$ cat src/rtl/core/pwie_pkg.sv
package pwie_pkg;

  localparam int DEPTH_DEF = 64;

  localparam int MIN_FILL  = 14;
  localparam int SLOW_SPAN = 26;
  localparam logic [22:0] RSI_FULL = 23'd6553600;
  localparam logic [22:0] RSI_HALF = 23'd3276800;
  localparam int RSI_PCT = 100;

  // EMA update: e = (2*(p<<16) + (span-1)*e) / (span+1)
  localparam int FAST_MUL   = 11;
  localparam int FAST_DIV   = 13;
  localparam int FAST_RECIP = 5041;   // floor(2^16 / 13)
  localparam int SLOW_MUL   = 25;
  localparam int SLOW_DIV   = 27;
  localparam int SLOW_RECIP = 2427;   // floor(2^16 / 27)
  localparam int EMA_DIGITS = 7;      // 56-bit numerator, one byte a step

  localparam logic [6:0] RSI_QBITS  = 7'd23;
  localparam logic [6:0] MEAN_QBITS = 7'd32;
  localparam logic [6:0] VAR_QBITS  = 7'd63;
  localparam logic [6:0] POS_QBITS  = 7'd16;

  localparam logic [7:0] REG_RSI_PERIOD  = 8'd0;
  localparam logic [7:0] REG_BAND_PERIOD = 8'd1;
  localparam logic [5:0] RSI_PERIOD_RST  = 6'd14;
  localparam logic [6:0] BAND_PERIOD_RST = 7'd20;

  localparam logic [4:0] OP_NONE      = 5'd0;
  localparam logic [4:0] OP_START     = 5'd1;
  localparam logic [4:0] OP_WLD       = 5'd2;
  localparam logic [4:0] OP_EMA       = 5'd3;
  localparam logic [4:0] OP_RSI_FIX   = 5'd4;
  localparam logic [4:0] OP_RSI_GO    = 5'd5;
  localparam logic [4:0] OP_RSI_TAKE  = 5'd6;
  localparam logic [4:0] OP_MEAN_GO   = 5'd7;
  localparam logic [4:0] OP_MEAN_TAKE = 5'd8;
  localparam logic [4:0] OP_VLD       = 5'd9;
  localparam logic [4:0] OP_VMUL      = 5'd10;
  localparam logic [4:0] OP_VACC      = 5'd11;
  localparam logic [4:0] OP_VDIV_GO   = 5'd12;
  localparam logic [4:0] OP_VDIV_TAKE = 5'd13;
  localparam logic [4:0] OP_SQRT      = 5'd14;
  localparam logic [4:0] OP_POS_SET   = 5'd15;
  localparam logic [4:0] OP_POS_GO    = 5'd16;
  localparam logic [4:0] OP_POS_TAKE  = 5'd17;
  localparam logic [4:0] OP_FINISH    = 5'd18;

  typedef struct packed {
    logic [4:0] op;
    logic       rd;
  } cmd_t;

  typedef struct packed {
    logic fill_zero;
    logic walk_first;
    logic walk_last;
    logic ema_last;
    logic rsi_div;
    logic band_ok;
    logic var_last;
    logic div_done;
    logic sqrt_last;
    logic pos_div;
    logic out_free;
  } stat_t;

  // Quotient of a narrow value by a small constant: reciprocal estimate,
  // then one correction step.
  function automatic logic [7:0] const_div(input logic [12:0] t, input logic [4:0] d,
                                           input logic [12:0] m);
    logic [25:0] prod;
    logic [9:0]  q_est;
    logic [12:0] r_est;
    prod  = 26'(t) * 26'(m);
    q_est = prod[25:16];
    r_est = t - 13'(q_est) * 13'(d);
    if (r_est >= 13'(d)) begin
      q_est = q_est + 10'd1;
    end
    return q_est[7:0];
  endfunction

endpackage

$ cat src/rtl/core/pwie_ctrl.sv
module pwie_ctrl (
  input  logic            clk,
  input  logic            rst,
  input  logic            s_tvalid,
  output logic            s_tready,
  input  pwie_pkg::stat_t st,
  output pwie_pkg::cmd_t  cmd
);
  import pwie_pkg::*;

  localparam logic [4:0] S_IDLE  = 5'd0;
  localparam logic [4:0] S_WRD   = 5'd1;
  localparam logic [4:0] S_WLD   = 5'd2;
  localparam logic [4:0] S_WEMA  = 5'd3;
  localparam logic [4:0] S_RSI   = 5'd4;
  localparam logic [4:0] S_RSIW  = 5'd5;
  localparam logic [4:0] S_MEAN  = 5'd6;
  localparam logic [4:0] S_MEANW = 5'd7;
  localparam logic [4:0] S_VRD   = 5'd8;
  localparam logic [4:0] S_VLD   = 5'd9;
  localparam logic [4:0] S_VMUL  = 5'd10;
  localparam logic [4:0] S_VACC  = 5'd11;
  localparam logic [4:0] S_VDIV  = 5'd12;
  localparam logic [4:0] S_VDIVW = 5'd13;
  localparam logic [4:0] S_SQRT  = 5'd14;
  localparam logic [4:0] S_POS   = 5'd15;
  localparam logic [4:0] S_POSW  = 5'd16;
  localparam logic [4:0] S_OUT   = 5'd17;

  logic [4:0] state, state_next;

  assign s_tready = state == S_IDLE;

  always_ff @(posedge clk) begin
    if (rst) begin
      state <= S_IDLE;
    end else begin
      state <= state_next;
    end
  end

  always_comb begin
    state_next = state;
    cmd.op     = OP_NONE;
    cmd.rd     = 1'b0;
    case (state)
      S_IDLE: begin
        if (s_tvalid) begin
          cmd.op     = OP_START;
          state_next = st.fill_zero ? S_RSI : S_WRD;
        end
      end
      S_WRD: begin
        cmd.rd     = 1'b1;
        state_next = S_WLD;
      end
      S_WLD: begin
        cmd.op = OP_WLD;
        if (st.walk_first) begin
          state_next = st.walk_last ? S_RSI : S_WRD;
        end else begin
          state_next = S_WEMA;
        end
      end
      S_WEMA: begin
        cmd.op = OP_EMA;
        if (st.ema_last) begin
          state_next = st.walk_last ? S_RSI : S_WRD;
        end
      end
      S_RSI: begin
        if (st.rsi_div) begin
          cmd.op     = OP_RSI_GO;
          state_next = S_RSIW;
        end else begin
          cmd.op     = OP_RSI_FIX;
          state_next = S_MEAN;
        end
      end
      S_RSIW: begin
        if (st.div_done) begin
          cmd.op     = OP_RSI_TAKE;
          state_next = S_MEAN;
        end
      end
      S_MEAN: begin
        if (st.band_ok) begin
          cmd.op     = OP_MEAN_GO;
          state_next = S_MEANW;
        end else begin
          state_next = S_OUT;
        end
      end
      S_MEANW: begin
        if (st.div_done) begin
          cmd.op     = OP_MEAN_TAKE;
          state_next = S_VRD;
        end
      end
      S_VRD: begin
        cmd.rd     = 1'b1;
        state_next = S_VLD;
      end
      S_VLD: begin
        cmd.op     = OP_VLD;
        state_next = S_VMUL;
      end
      S_VMUL: begin
        cmd.op     = OP_VMUL;
        state_next = S_VACC;
      end
      S_VACC: begin
        cmd.op     = OP_VACC;
        state_next = st.var_last ? S_VDIV : S_VRD;
      end
      S_VDIV: begin
        cmd.op     = OP_VDIV_GO;
        state_next = S_VDIVW;
      end
      S_VDIVW: begin
        if (st.div_done) begin
          cmd.op     = OP_VDIV_TAKE;
          state_next = S_SQRT;
        end
      end
      S_SQRT: begin
        cmd.op = OP_SQRT;
        if (st.sqrt_last) begin
          state_next = S_POS;
        end
      end
      S_POS: begin
        if (st.pos_div) begin
          cmd.op     = OP_POS_GO;
          state_next = S_POSW;
        end else begin
          cmd.op     = OP_POS_SET;
          state_next = S_OUT;
        end
      end
      S_POSW: begin
        if (st.div_done) begin
          cmd.op     = OP_POS_TAKE;
          state_next = S_OUT;
        end
      end
      S_OUT: begin
        if (st.out_free) begin
          cmd.op     = OP_FINISH;
          state_next = S_IDLE;
        end
      end
      default: begin
        state_next = S_IDLE;
      end
    endcase
  end

endmodule

$ cat config.mk
export PLATFORM = sky130hd
export DESIGN_NAME = pwie_ctrl
export DESIGN_NICKNAME = d
export VERILOG_FILES = /design/src/rtl/core/pwie_pkg.sv /design/src/rtl/core/pwie_ctrl.sv
export SDC_FILE = /design/constraint.sdc
export NUM_CORES = 1
export LEC_CHECK = 0
export BUFFER_PORTS_ARGS = -buffer_cell sky130_fd_sc_hd__buf_2
export CAP_MARGIN = 10
export CORE_UTILIZATION = 45
export DETAILED_ROUTE_END_ITERATION = 7
export GPL_ROUTABILITY_DRIVEN = 0
export GPL_TIMING_DRIVEN = 0
export MAX_ROUTING_LAYER = met4
export PLACE_DENSITY = 0.73
export SLEW_MARGIN = 25
export SYNTH_ARGS = -nofsm -noshare
export SYNTH_HDL_FRONTEND = slang
export SYNTH_SLANG_ARGS = --single-unit
$ cat constraint.sdc
create_clock -name clk -period 5.1 [get_ports clk]
set_clock_uncertainty 0.15 [all_clocks]
set_input_delay 0.51 -clock clk [delete_from_list [all_inputs] [get_ports clk]]
set_output_delay 0.51 -clock clk [all_outputs]
set_load 0.03 [all_outputs]
==> results of run 1 <==
[worst max-delay path by stage]
stage,cells past startpoint,slack [ns],to,from
3_5_place_dp,5,2.56,cmd[2],state[1]
4_1_cts,5,2.30,cmd[2],state[1]
3_3_place_gp,8,2.60,cmd[1],state[0]
2_1_floorplan,4,2.46,cmd[2],state[1]
5_1_grt,7,2.06,cmd[1],state[1]
6_report,5,2.24,cmd[2],state[1]
[power breakdown]
part	internal, mW	leakage, nW	switching (mW)	total [mW]
registers	0.0526	0.0410	0.0102	0.0628
clock network	0.0296	0.0150	0.0166	0.0462
logic	0.162	0.291	0.272	0.434
[area by class of cell]
type,instances,area [µm²]
Tap cell,16,20.0
Clock buffer,4,26.3
Sequential cell,5,100
Inverter,3,11.3
Fill cell,160,636
Multi-Input combinational cell,94,598
Timing Repair Buffer,20,100
Buffer,12,67.6
[metrics by stage]
stage,utilization,power [mW]
2_1_floorplan,-,0.390
3_3_place_gp,0.575,0.479
3_5_place_dp,0.575,0.488
4_1_cts,0.592,0.537
5_1_grt,0.592,0.588
6_report,0.592,0.543
[synth_stat cells (3+ instances only)]
cell and number:
sky130_fd_sc_hd__nand3b_1 5, sky130_fd_sc_hd__a311oi_1 3, sky130_fd_sc_hd__o21ai_0 9, sky130_fd_sc_hd__nand2b_1 5
sky130_fd_sc_hd__nor2_1 11, sky130_fd_sc_hd__nor2b_1 5, sky130_fd_sc_hd__dfxtp_1 5, sky130_fd_sc_hd__a21oi_1 10
sky130_fd_sc_hd__clkbuf_1 5, sky130_fd_sc_hd__inv_1 3, sky130_fd_sc_hd__nand3_1 3, sky130_fd_sc_hd__nand2_1 7
sky130_fd_sc_hd__buf_2 3, sky130_fd_sc_hd__nor3_1 3, sky130_fd_sc_hd__nor3b_1 3
[layout by cell type (no fill, tap or decap), types with 3 or more instances in the layout]
cell type | netlist | final
sky130_fd_sc_hd__a21oi_1 | 10 | 10
sky130_fd_sc_hd__a311oi_1 | 3 | 3
sky130_fd_sc_hd__buf_2 | 3 | 23
sky130_fd_sc_hd__clkbuf_1 | 5 | 6
sky130_fd_sc_hd__clkbuf_4 | 0 | 3
sky130_fd_sc_hd__dfxtp_1 | 5 | 5
sky130_fd_sc_hd__inv_1 | 3 | 3
sky130_fd_sc_hd__nand2_1 | 7 | 7
sky130_fd_sc_hd__nand2b_1 | 5 | 5
sky130_fd_sc_hd__nand3_1 | 3 | 3
sky130_fd_sc_hd__nand3b_1 | 5 | 5
sky130_fd_sc_hd__nor2_1 | 11 | 11
sky130_fd_sc_hd__nor2b_1 | 5 | 5
sky130_fd_sc_hd__nor3_1 | 3 | 3
sky130_fd_sc_hd__nor3b_1 | 3 | 3
sky130_fd_sc_hd__o21ai_0 | 9 | 9
[logic make-up (layout without fill, tap and decap cells)]
group                  after synthesis  after routing  synth area share
flip-flops                           5              5             0.129
buffers and inverters               15             39             0.101
AND/OR/NAND/NOR                     53             53             0.398
multiplexers                         4              4            0.0547
AO/OA/AOI/OAI                       37             37             0.317
[layer usage]
metal,vias to the layer above,GRT usage,wire length (µm)
met2,71,0.448,1140
li1,476,-,-
met5,-,-,0
met1,457,0.391,992
met3,4,0.0583,258
met4,0,0.0688,21
==> impl_metrics.prom, run 1 <==
# TYPE chip_impl_metric gauge
chip_impl_info{name="run_status",value="finished, violations left"} 1
chip_impl_info{name="violations",value="design-rule violations"} 1
chip_impl_metric{name="postCtsHoldBufs",unit=""} 0
chip_impl_metric{name="grt_first_pass_wirelength",unit="mm"} 4.15
chip_impl_metric{name="cp_num_buf_inv",unit=""} 3
chip_impl_metric{name="power_leakage",unit="nW"} 0.347
chip_impl_metric{name="floorplan.die.width",unit="µm"} 43.6
chip_impl_metric{name="worstMarginPinSlew",unit="ns"} 0.508
chip_impl_metric{name="ios",unit=""} 21
chip_impl_metric{name="yosys.cell_types.count",unit=""} 43
chip_impl_metric{name="post_dp_hpwl",unit="mm"} 1.79
chip_impl_metric{name="critical-path-max-stage-delay",unit="ns"} 0.46
chip_impl_info{name="yosys_most_used_dff",value="sky130_fd_sc_hd__dfxtp_1"} 1
chip_impl_metric{name="htree_levels",unit=""} 1
chip_impl_metric{name="worst_setup_hold_path_clk_slew",unit="ns"} 0.04
chip_impl_metric{name="syn-instance-count",unit=""} 114
chip_impl_metric{name="dieArea",unit="mm²"} 0.00190
chip_impl_metric{name="grt_overflow",unit=""} 0
chip_impl_metric{name="insertion_delay",unit="ns"} 0.24
chip_impl_metric{name="drv.max_cap_violation_count",unit=""} 0
chip_impl_metric{name="seq_area_frac_synth",unit=""} 0.129
chip_impl_info{name="worst_hold_path.endpoint",value="state[2]"} 1
chip_impl_metric{name="die_h",unit="µm"} 43.6
chip_impl_metric{name="tritoncts.num_buffers",unit=""} 3
chip_impl_metric{name="via_density_per_instance",unit=""} 6.55
chip_impl_metric{name="worst_r2r_path_depth",unit=""} 6
chip_impl_metric{name="timing_hold_violations_final",unit=""} 0
chip_impl_info{name="largest-register",value="state"} 1
chip_impl_info{name="timing_worst_setup_path_type",value="reg2out"} 1
chip_impl_metric{name="cts-root-to-sink-buffers",unit=""} 2
chip_impl_metric{name="clkSinkCount",unit=""} 5
chip_impl_metric{name="drt_pass1_iterations",unit=""} 7
chip_impl_metric{name="fmax",unit="MHz"} 349
chip_impl_metric{name="setup-violations-final",unit=""} 0
chip_impl_metric{name="groute.usage.overall",unit=""} 0.292
chip_impl_metric{name="layout_worst_path_cycle_share",unit=""} 0.562
chip_impl_metric{name="detail-route-antenna-nets",unit=""} 0
chip_impl_metric{name="grt_pass1_vias",unit=""} 939
chip_impl_info{name="timing.critical_path.to_type",value="output port"} 1
chip_impl_info{name="worstHoldPathType",value="in2reg"} 1
chip_impl_metric{name="synth.yosys.warnings",unit=""} 0
chip_impl_metric{name="final_cell_area",unit="µm²"} 923
chip_impl_metric{name="cts_repair_resize_count",unit=""} 0
chip_impl_metric{name="synth_seq_cells",unit=""} 5
chip_impl_metric{name="hold_path_depth",unit=""} 2
chip_impl_metric{name="placedInstanceArea",unit="µm²"} 897
chip_impl_metric{name="pin_count_of_the_biggest_net_entering_global_routing",unit=""} 11
chip_impl_metric{name="synth_nets",unit=""} 128
chip_impl_info{name="worstHoldStart",value="rst"} 1
chip_impl_metric{name="wl_per_cell",unit="µm"} 15.7
chip_impl_metric{name="areaGrowthSynthToFinish",unit="%"} 18.8
chip_impl_info{name="rr_endpoint",value="state[3]"} 1
chip_impl_metric{name="dpl.cell_count",unit=""} 150
chip_impl_metric{name="cp_data_arrival_time",unit="ns"} 2.20
chip_impl_metric{name="setup_tns",unit="ns"} 0
chip_impl_metric{name="report.final.slew_viol_count",unit=""} 0
chip_impl_metric{name="grt_antenna_before_repair",unit=""} 0
chip_impl_metric{name="route.vias.total",unit=""} 1008
chip_impl_metric{name="finalCriticalPeriod",unit="ns"} 2.86
chip_impl_metric{name="io_buffers",unit=""} 20
chip_impl_info{name="cp_cell_sequence",value="clkbuf_1 > buf_1 > mux2_2 > o21ai_0 > buf_2"} 1
chip_impl_metric{name="pwr_density_cell",unit="mW/mm²"} 588
chip_impl_metric{name="floorplan.initialDensity",unit=""} 0.498
chip_impl_info{name="tritoncts",value="built"} 1
chip_impl_metric{name="drcViolationCount",unit=""} 4
chip_impl_metric{name="rows",unit=""} 14
chip_impl_metric{name="post_cts.repair.setup_buffers",unit=""} 0
chip_impl_metric{name="drive_above_1_share",unit=""} 0.254
chip_impl_info{name="synthTopCellsByArea",value="sky130_fd_sc_hd__dfxtp_1 (13%), sky130_fd_sc_hd__a21oi_1 (6.4%), sky130_fd_sc_hd__o21ai_0 (5.8%)"} 1
chip_impl_metric{name="timing.max_slew.rel_slack",unit=""} 0.661
chip_impl_metric{name="syn_avg_cell_area",unit="µm²"} 6.82
chip_impl_metric{name="antennaDiodeCount",unit=""} 0
chip_impl_metric{name="number_of_flip_flops_under_the_largest_register_name",unit=""} 5
chip_impl_metric{name="routed_wirelength",unit="mm"} 2.41
chip_impl_metric{name="instances_no_fill",unit=""} 154
chip_impl_metric{name="timing.critical_path.required",unit="ns"} 4.44
chip_impl_info{name="critical_path.reg2reg.startpoint",value="state[1]"} 1
chip_impl_metric{name="nNetsFinal",unit=""} 153
chip_impl_metric{name="synth_enable_flop_cells",unit=""} 0
chip_impl_metric{name="dr.first_iter.drc_count",unit=""} 78
chip_impl_metric{name="asyncSetResetFlopFracSynth",unit=""} 0
chip_impl_metric{name="floorplan.core_area",unit="mm²"} 0.00156
chip_impl_info{name="worst_path_max_delay_cell",value="sky130_fd_sc_hd__buf_1"} 1
chip_impl_metric{name="fin_worst_hold_slack",unit="ns"} 0.342
chip_impl_metric{name="power.ir.vdd_worst",unit="V"} 0.000303
chip_impl_info{name="synth.largest_area_cell",value="sky130_fd_sc_hd__dfxtp_1"} 1
chip_impl_info{name="cts_root_buf",value="sky130_fd_sc_hd__clkbuf_4"} 1
chip_impl_metric{name="critical_path.max_fanout",unit=""} 10
chip_impl_metric{name="synth.top_cell.area_share",unit=""} 0.129
chip_impl_metric{name="timing.final.ws_setup",unit="ns"} 2.24
chip_impl_metric{name="reg2reg_slack",unit="ns"} 3.02
chip_impl_info{name="rsz0062_at_grt",value="no"} 1
chip_impl_info{name="critical_path.top_delay_family",value="buffers and inverters"} 1
chip_impl_info{name="critPathLaunchType",value="register"} 1
chip_impl_info{name="top_regs",value="state (5)"} 1
chip_impl_metric{name="dp_slack",unit="ns"} 2.56
chip_impl_metric{name="synthesis.area",unit="µm²"} 777
No activity file was read; power rests on OpenSTA's default activity.
==> run 2: changes to the inputs <==
- ABC_AREA: default -> 1
- PLACE_DENSITY: 0.73 -> 0.74
- clock period: 5.1 -> 2.7 ns (I/O delays scaled with it)
==> run 2 against run 1 <==
Against the previous run: critical path depth up 2; wire length is 17% lower; worst hold slack worse by 0.24 ns; clock power rose by 94%; largest power group unchanged; global-route usage decreased by 5.0 points; non-clock buffer count down 10; the flow now finishes without violations.
==> impl_metrics.prom, run 2 <==
# TYPE chip_impl_metric gauge
chip_impl_metric{name="power_leakage",unit="nW"} 0.493
chip_impl_info{name="top_regs",value="state (5)"} 1
chip_impl_metric{name="drcViolationCount",unit=""} 0
chip_impl_metric{name="timing.final.ws_setup",unit="ns"} 0.440
chip_impl_info{name="synth_top_family_by_area",value="simple AND/OR/NAND/NOR gates"} 1
chip_impl_metric{name="dieArea",unit="mm²"} 0.00178
chip_impl_info{name="largest-register",value="state"} 1
chip_impl_metric{name="synth.yosys.warnings",unit=""} 0
chip_impl_metric{name="routed_wirelength",unit="mm"} 2.02
chip_impl_metric{name="basic_gate_share_of_the_synthesized_area_counting_and_or_nand_and_nor_cells",unit=""} 0.643
chip_impl_metric{name="multi_input_area",unit="µm²"} 543
chip_impl_metric{name="pin_count_of_the_biggest_net_entering_global_routing",unit=""} 10
chip_impl_metric{name="finalCriticalPeriod",unit="ns"} 2.26
chip_impl_metric{name="dp_slack",unit="ns"} 0.740
chip_impl_metric{name="rows",unit=""} 14
chip_impl_metric{name="drive_above_1_share",unit=""} 0.259
chip_impl_metric{name="cts-root-to-sink-buffers",unit=""} 2
chip_impl_metric{name="post_dp_hpwl",unit="mm"} 1.64
chip_impl_metric{name="asyncSetResetFlopFracSynth",unit=""} 0
chip_impl_metric{name="grt_first_pass_wirelength",unit="mm"} 3.29
chip_impl_metric{name="worst_setup_hold_path_clk_slew",unit="ns"} 0.05
chip_impl_metric{name="seq_area_frac_synth",unit=""} 0.137
chip_impl_metric{name="share_comb_of_total_power",unit=""} 0.718
chip_impl_metric{name="synth-xor-area-share",unit=""} 0
chip_impl_metric{name="synth_enable_flop_cells",unit=""} 0
chip_impl_metric{name="tritoncts.num_buffers",unit=""} 3
chip_impl_metric{name="clkSinkCount",unit=""} 5
chip_impl_metric{name="power.ir.vdd_worst",unit="V"} 0.000570
chip_impl_metric{name="groute.usage.overall",unit=""} 0.242
chip_impl_metric{name="nNetsFinal",unit=""} 173
chip_impl_info{name="yosys_most_used_dff",value="sky130_fd_sc_hd__dfxtp_1"} 1
chip_impl_metric{name="instances_no_fill",unit=""} 174
chip_impl_metric{name="post_cts.repair.setup_buffers",unit=""} 0
chip_impl_metric{name="antennaDiodeCount",unit=""} 0
chip_impl_metric{name="synth_compound_gate_area_share",unit=""} 0.103
chip_impl_metric{name="drt_pass1_iterations",unit=""} 4
chip_impl_metric{name="yosys.cell_types.count",unit=""} 22
chip_impl_metric{name="dr.first_iter.drc_count",unit=""} 61
chip_impl_info{name="critPathLaunchType",value="register"} 1
chip_impl_metric{name="areaGrowthSynthToFinish",unit="%"} 20.1
chip_impl_metric{name="fin_util",unit=""} 0.581
chip_impl_metric{name="report.final.slew_viol_count",unit=""} 0
chip_impl_info{name="yosys-top-cells-count",value="sky130_fd_sc_hd__nand2_1 (44), sky130_fd_sc_hd__nor2_1 (16), sky130_fd_sc_hd__inv_1 (15), sky130_fd_sc_hd__nand3_1 (12)"} 1
chip_impl_metric{name="timing.max_slew.rel_slack",unit=""} 0.753
chip_impl_metric{name="fillers",unit=""} 156
chip_impl_info{name="synthTopCellsByArea",value="sky130_fd_sc_hd__nand2_1 (23%), sky130_fd_sc_hd__dfxtp_1 (14%), sky130_fd_sc_hd__nand3_1 (8.2%)"} 1
chip_impl_metric{name="worstMarginPinSlew",unit="ns"} 0.370
chip_impl_info{name="rsz0062_at_grt",value="no"} 1
chip_impl_metric{name="syn_avg_cell_area",unit="µm²"} 5.43
chip_impl_metric{name="cp_data_arrival_time",unit="ns"} 1.84
chip_impl_metric{name="io_buffers",unit=""} 20
chip_impl_metric{name="setup-violations-final",unit=""} 0
chip_impl_metric{name="grt_overflow",unit=""} 0
chip_impl_info{name="run_status",value="finished, final reports clean"} 1
chip_impl_metric{name="die_h",unit="µm"} 42.2
chip_impl_metric{name="setup_tns",unit="ns"} 0
chip_impl_metric{name="drv.max_cap_violation_count",unit=""} 0
chip_impl_metric{name="ios",unit=""} 21
chip_impl_metric{name="dpl.cell_count",unit=""} 170
chip_impl_info{name="cts_root_buf",value="sky130_fd_sc_hd__clkbuf_4"} 1
chip_impl_metric{name="synth_nets",unit=""} 148
chip_impl_info{name="worstHoldPathType",value="in2reg"} 1
chip_impl_metric{name="wl_per_cell",unit="µm"} 11.6
chip_impl_info{name="layout_commonest_cell",value="sky130_fd_sc_hd__nand2_1"} 1
chip_impl_metric{name="synthesis.area",unit="µm²"} 728
chip_impl_metric{name="yosys.area_share.adder",unit=""} 0
chip_impl_metric{name="timing.critical_path.required",unit="ns"} 2.28
chip_impl_metric{name="pwr_density_cell",unit="mW/mm²"} 823
chip_impl_info{name="synth.largest_area_cell",value="sky130_fd_sc_hd__nand2_1"} 1
chip_impl_info{name="synthMostInstantiatedCell",value="sky130_fd_sc_hd__nand2_1"} 1
chip_impl_metric{name="grt_pass1_vias",unit=""} 786
chip_impl_metric{name="seq_area",unit="µm²"} 100
chip_impl_metric{name="route.vias.total",unit=""} 969
chip_impl_metric{name="htree_levels",unit=""} 1
chip_impl_info{name="timing.critical_path.to_type",value="output port"} 1
chip_impl_metric{name="insertion_delay",unit="ns"} 0.24
chip_impl_metric{name="internal_power",unit="mW"} 0.303
chip_impl_metric{name="switching_power",unit="mW"} 0.417
chip_impl_metric{name="yosys-mux-area-fraction",unit=""} 0
chip_impl_metric{name="fmax",unit="MHz"} 443
chip_impl_metric{name="synth_seq_cells",unit=""} 5
chip_impl_metric{name="synth.top_cell.area_share",unit=""} 0.227
chip_impl_metric{name="postCtsHoldBufs",unit=""} 0
chip_impl_metric{name="number_of_flip_flops_under_the_largest_register_name",unit=""} 5
chip_impl_metric{name="pwr-share-clk",unit=""} 0.125
chip_impl_info{name="timing_worst_setup_path_type",value="reg2out"} 1
chip_impl_metric{name="syn-instance-count",unit=""} 134
chip_impl_metric{name="critical_path.max_fanout",unit=""} 6
chip_impl_metric{name="seq_power_share",unit=""} 0.157
chip_impl_metric{name="detail-route-antenna-nets",unit=""} 0
chip_impl_metric{name="timing_hold_violations_final",unit=""} 0
chip_impl_metric{name="cts_repair_resize_count",unit=""} 0
chip_impl_metric{name="switching_share",unit=""} 0.579
chip_impl_metric{name="floorplan.core_area",unit="mm²"} 0.00151
chip_impl_metric{name="grt_antenna_before_repair",unit=""} 0
chip_impl_metric{name="via_density_per_instance",unit=""} 5.57
chip_impl_info{name="tritoncts",value="built"} 1
chip_impl_metric{name="layout_worst_path_cycle_share",unit=""} 0.837
chip_impl_metric{name="floorplan.initialDensity",unit=""} 0.483
chip_impl_info{name="most-common-layout-cells",value="sky130_fd_sc_hd__nand2_1 (44), sky130_fd_sc_hd__buf_2 (20), sky130_fd_sc_hd__nor2_1 (16)"} 1
chip_impl_metric{name="floorplan.die.width",unit="µm"} 42.2
-- run 2: cell count changes after synthesis, sizes merged, moves of 6 or more --
cell,before,now
o21ai,9,3
nor2,11,24
nand2,7,46
nand4,1,7
nand3,3,14
inv,3,18
-- run 2: routing by layer --
metal  track usage  share of wire
met1         0.333           0.45
met2         0.372           0.47
met3        0.0259          0.071
met4        0.0750         0.0074
met5             -              0
-- run 2: power groups by stage --
stage	registers (mW)	clock network, mW	logic, mW
final	0.113	0.0898	0.517
after global routing	0.116	0.0955	0.565
after global placement	0.114	0	0.509
after detailed placement	0.114	0	0.509
after floorplan	0.110	0	0.391
after CTS	0.113	0.0903	0.513
-- run 2: worst paths after layout --
path	start	end	slack, ns	depth (start not counted)
min	rst	state[0]	0.10	2
min reg2reg	state[1]	state[1]	0.40	2
max	state[0]	cmd[2]	0.44	7
max reg2reg	state[0]	state[1]	1.02	8
-- run 2: cell type report --
type / instances / area share
plain buffers: 2 / 0.0172
clock buffers: 4 / 0.0300
inverters: 18 / 0.0801
multi-input cells: 109 / 0.621
flip-flops and latches: 5 / 0.114
well taps: 16 / 0.0229
repair buffers: 20 / 0.114
-- run 2: metrics by stage --
stage | area [µm²] | hold slack [ns] | total power [mW]
after CTS | 875 | 0.0925 | 0.716
after global placement | 848 | 0.345 | 0.623
final | 875 | 0.104 | 0.720
after detailed placement | 848 | 0.348 | 0.623
after floorplan | 728 | 0.189 | 0.501
after global routing | 875 | 0.116 | 0.776
-- run 2: cell families after synthesis --
kind of cell / after synthesis
flip-flops: 5
AND/OR/NAND/NOR: 96
buffers and inverters: 20
AO/OA/AOI/OAI: 13
-- run 2: worst max-delay path, stage by stage (launching register included) --
cell	delay (ns)
sky130_fd_sc_hd__dfxtp_1	0.44
sky130_fd_sc_hd__nand2_1	0.14
sky130_fd_sc_hd__nor2_1	0.24
sky130_fd_sc_hd__nand2_1	0.11
sky130_fd_sc_hd__o21ai_0	0.27
sky130_fd_sc_hd__nor2_1	0.08
sky130_fd_sc_hd__o2111ai_1	0.08
sky130_fd_sc_hd__buf_2	0.23
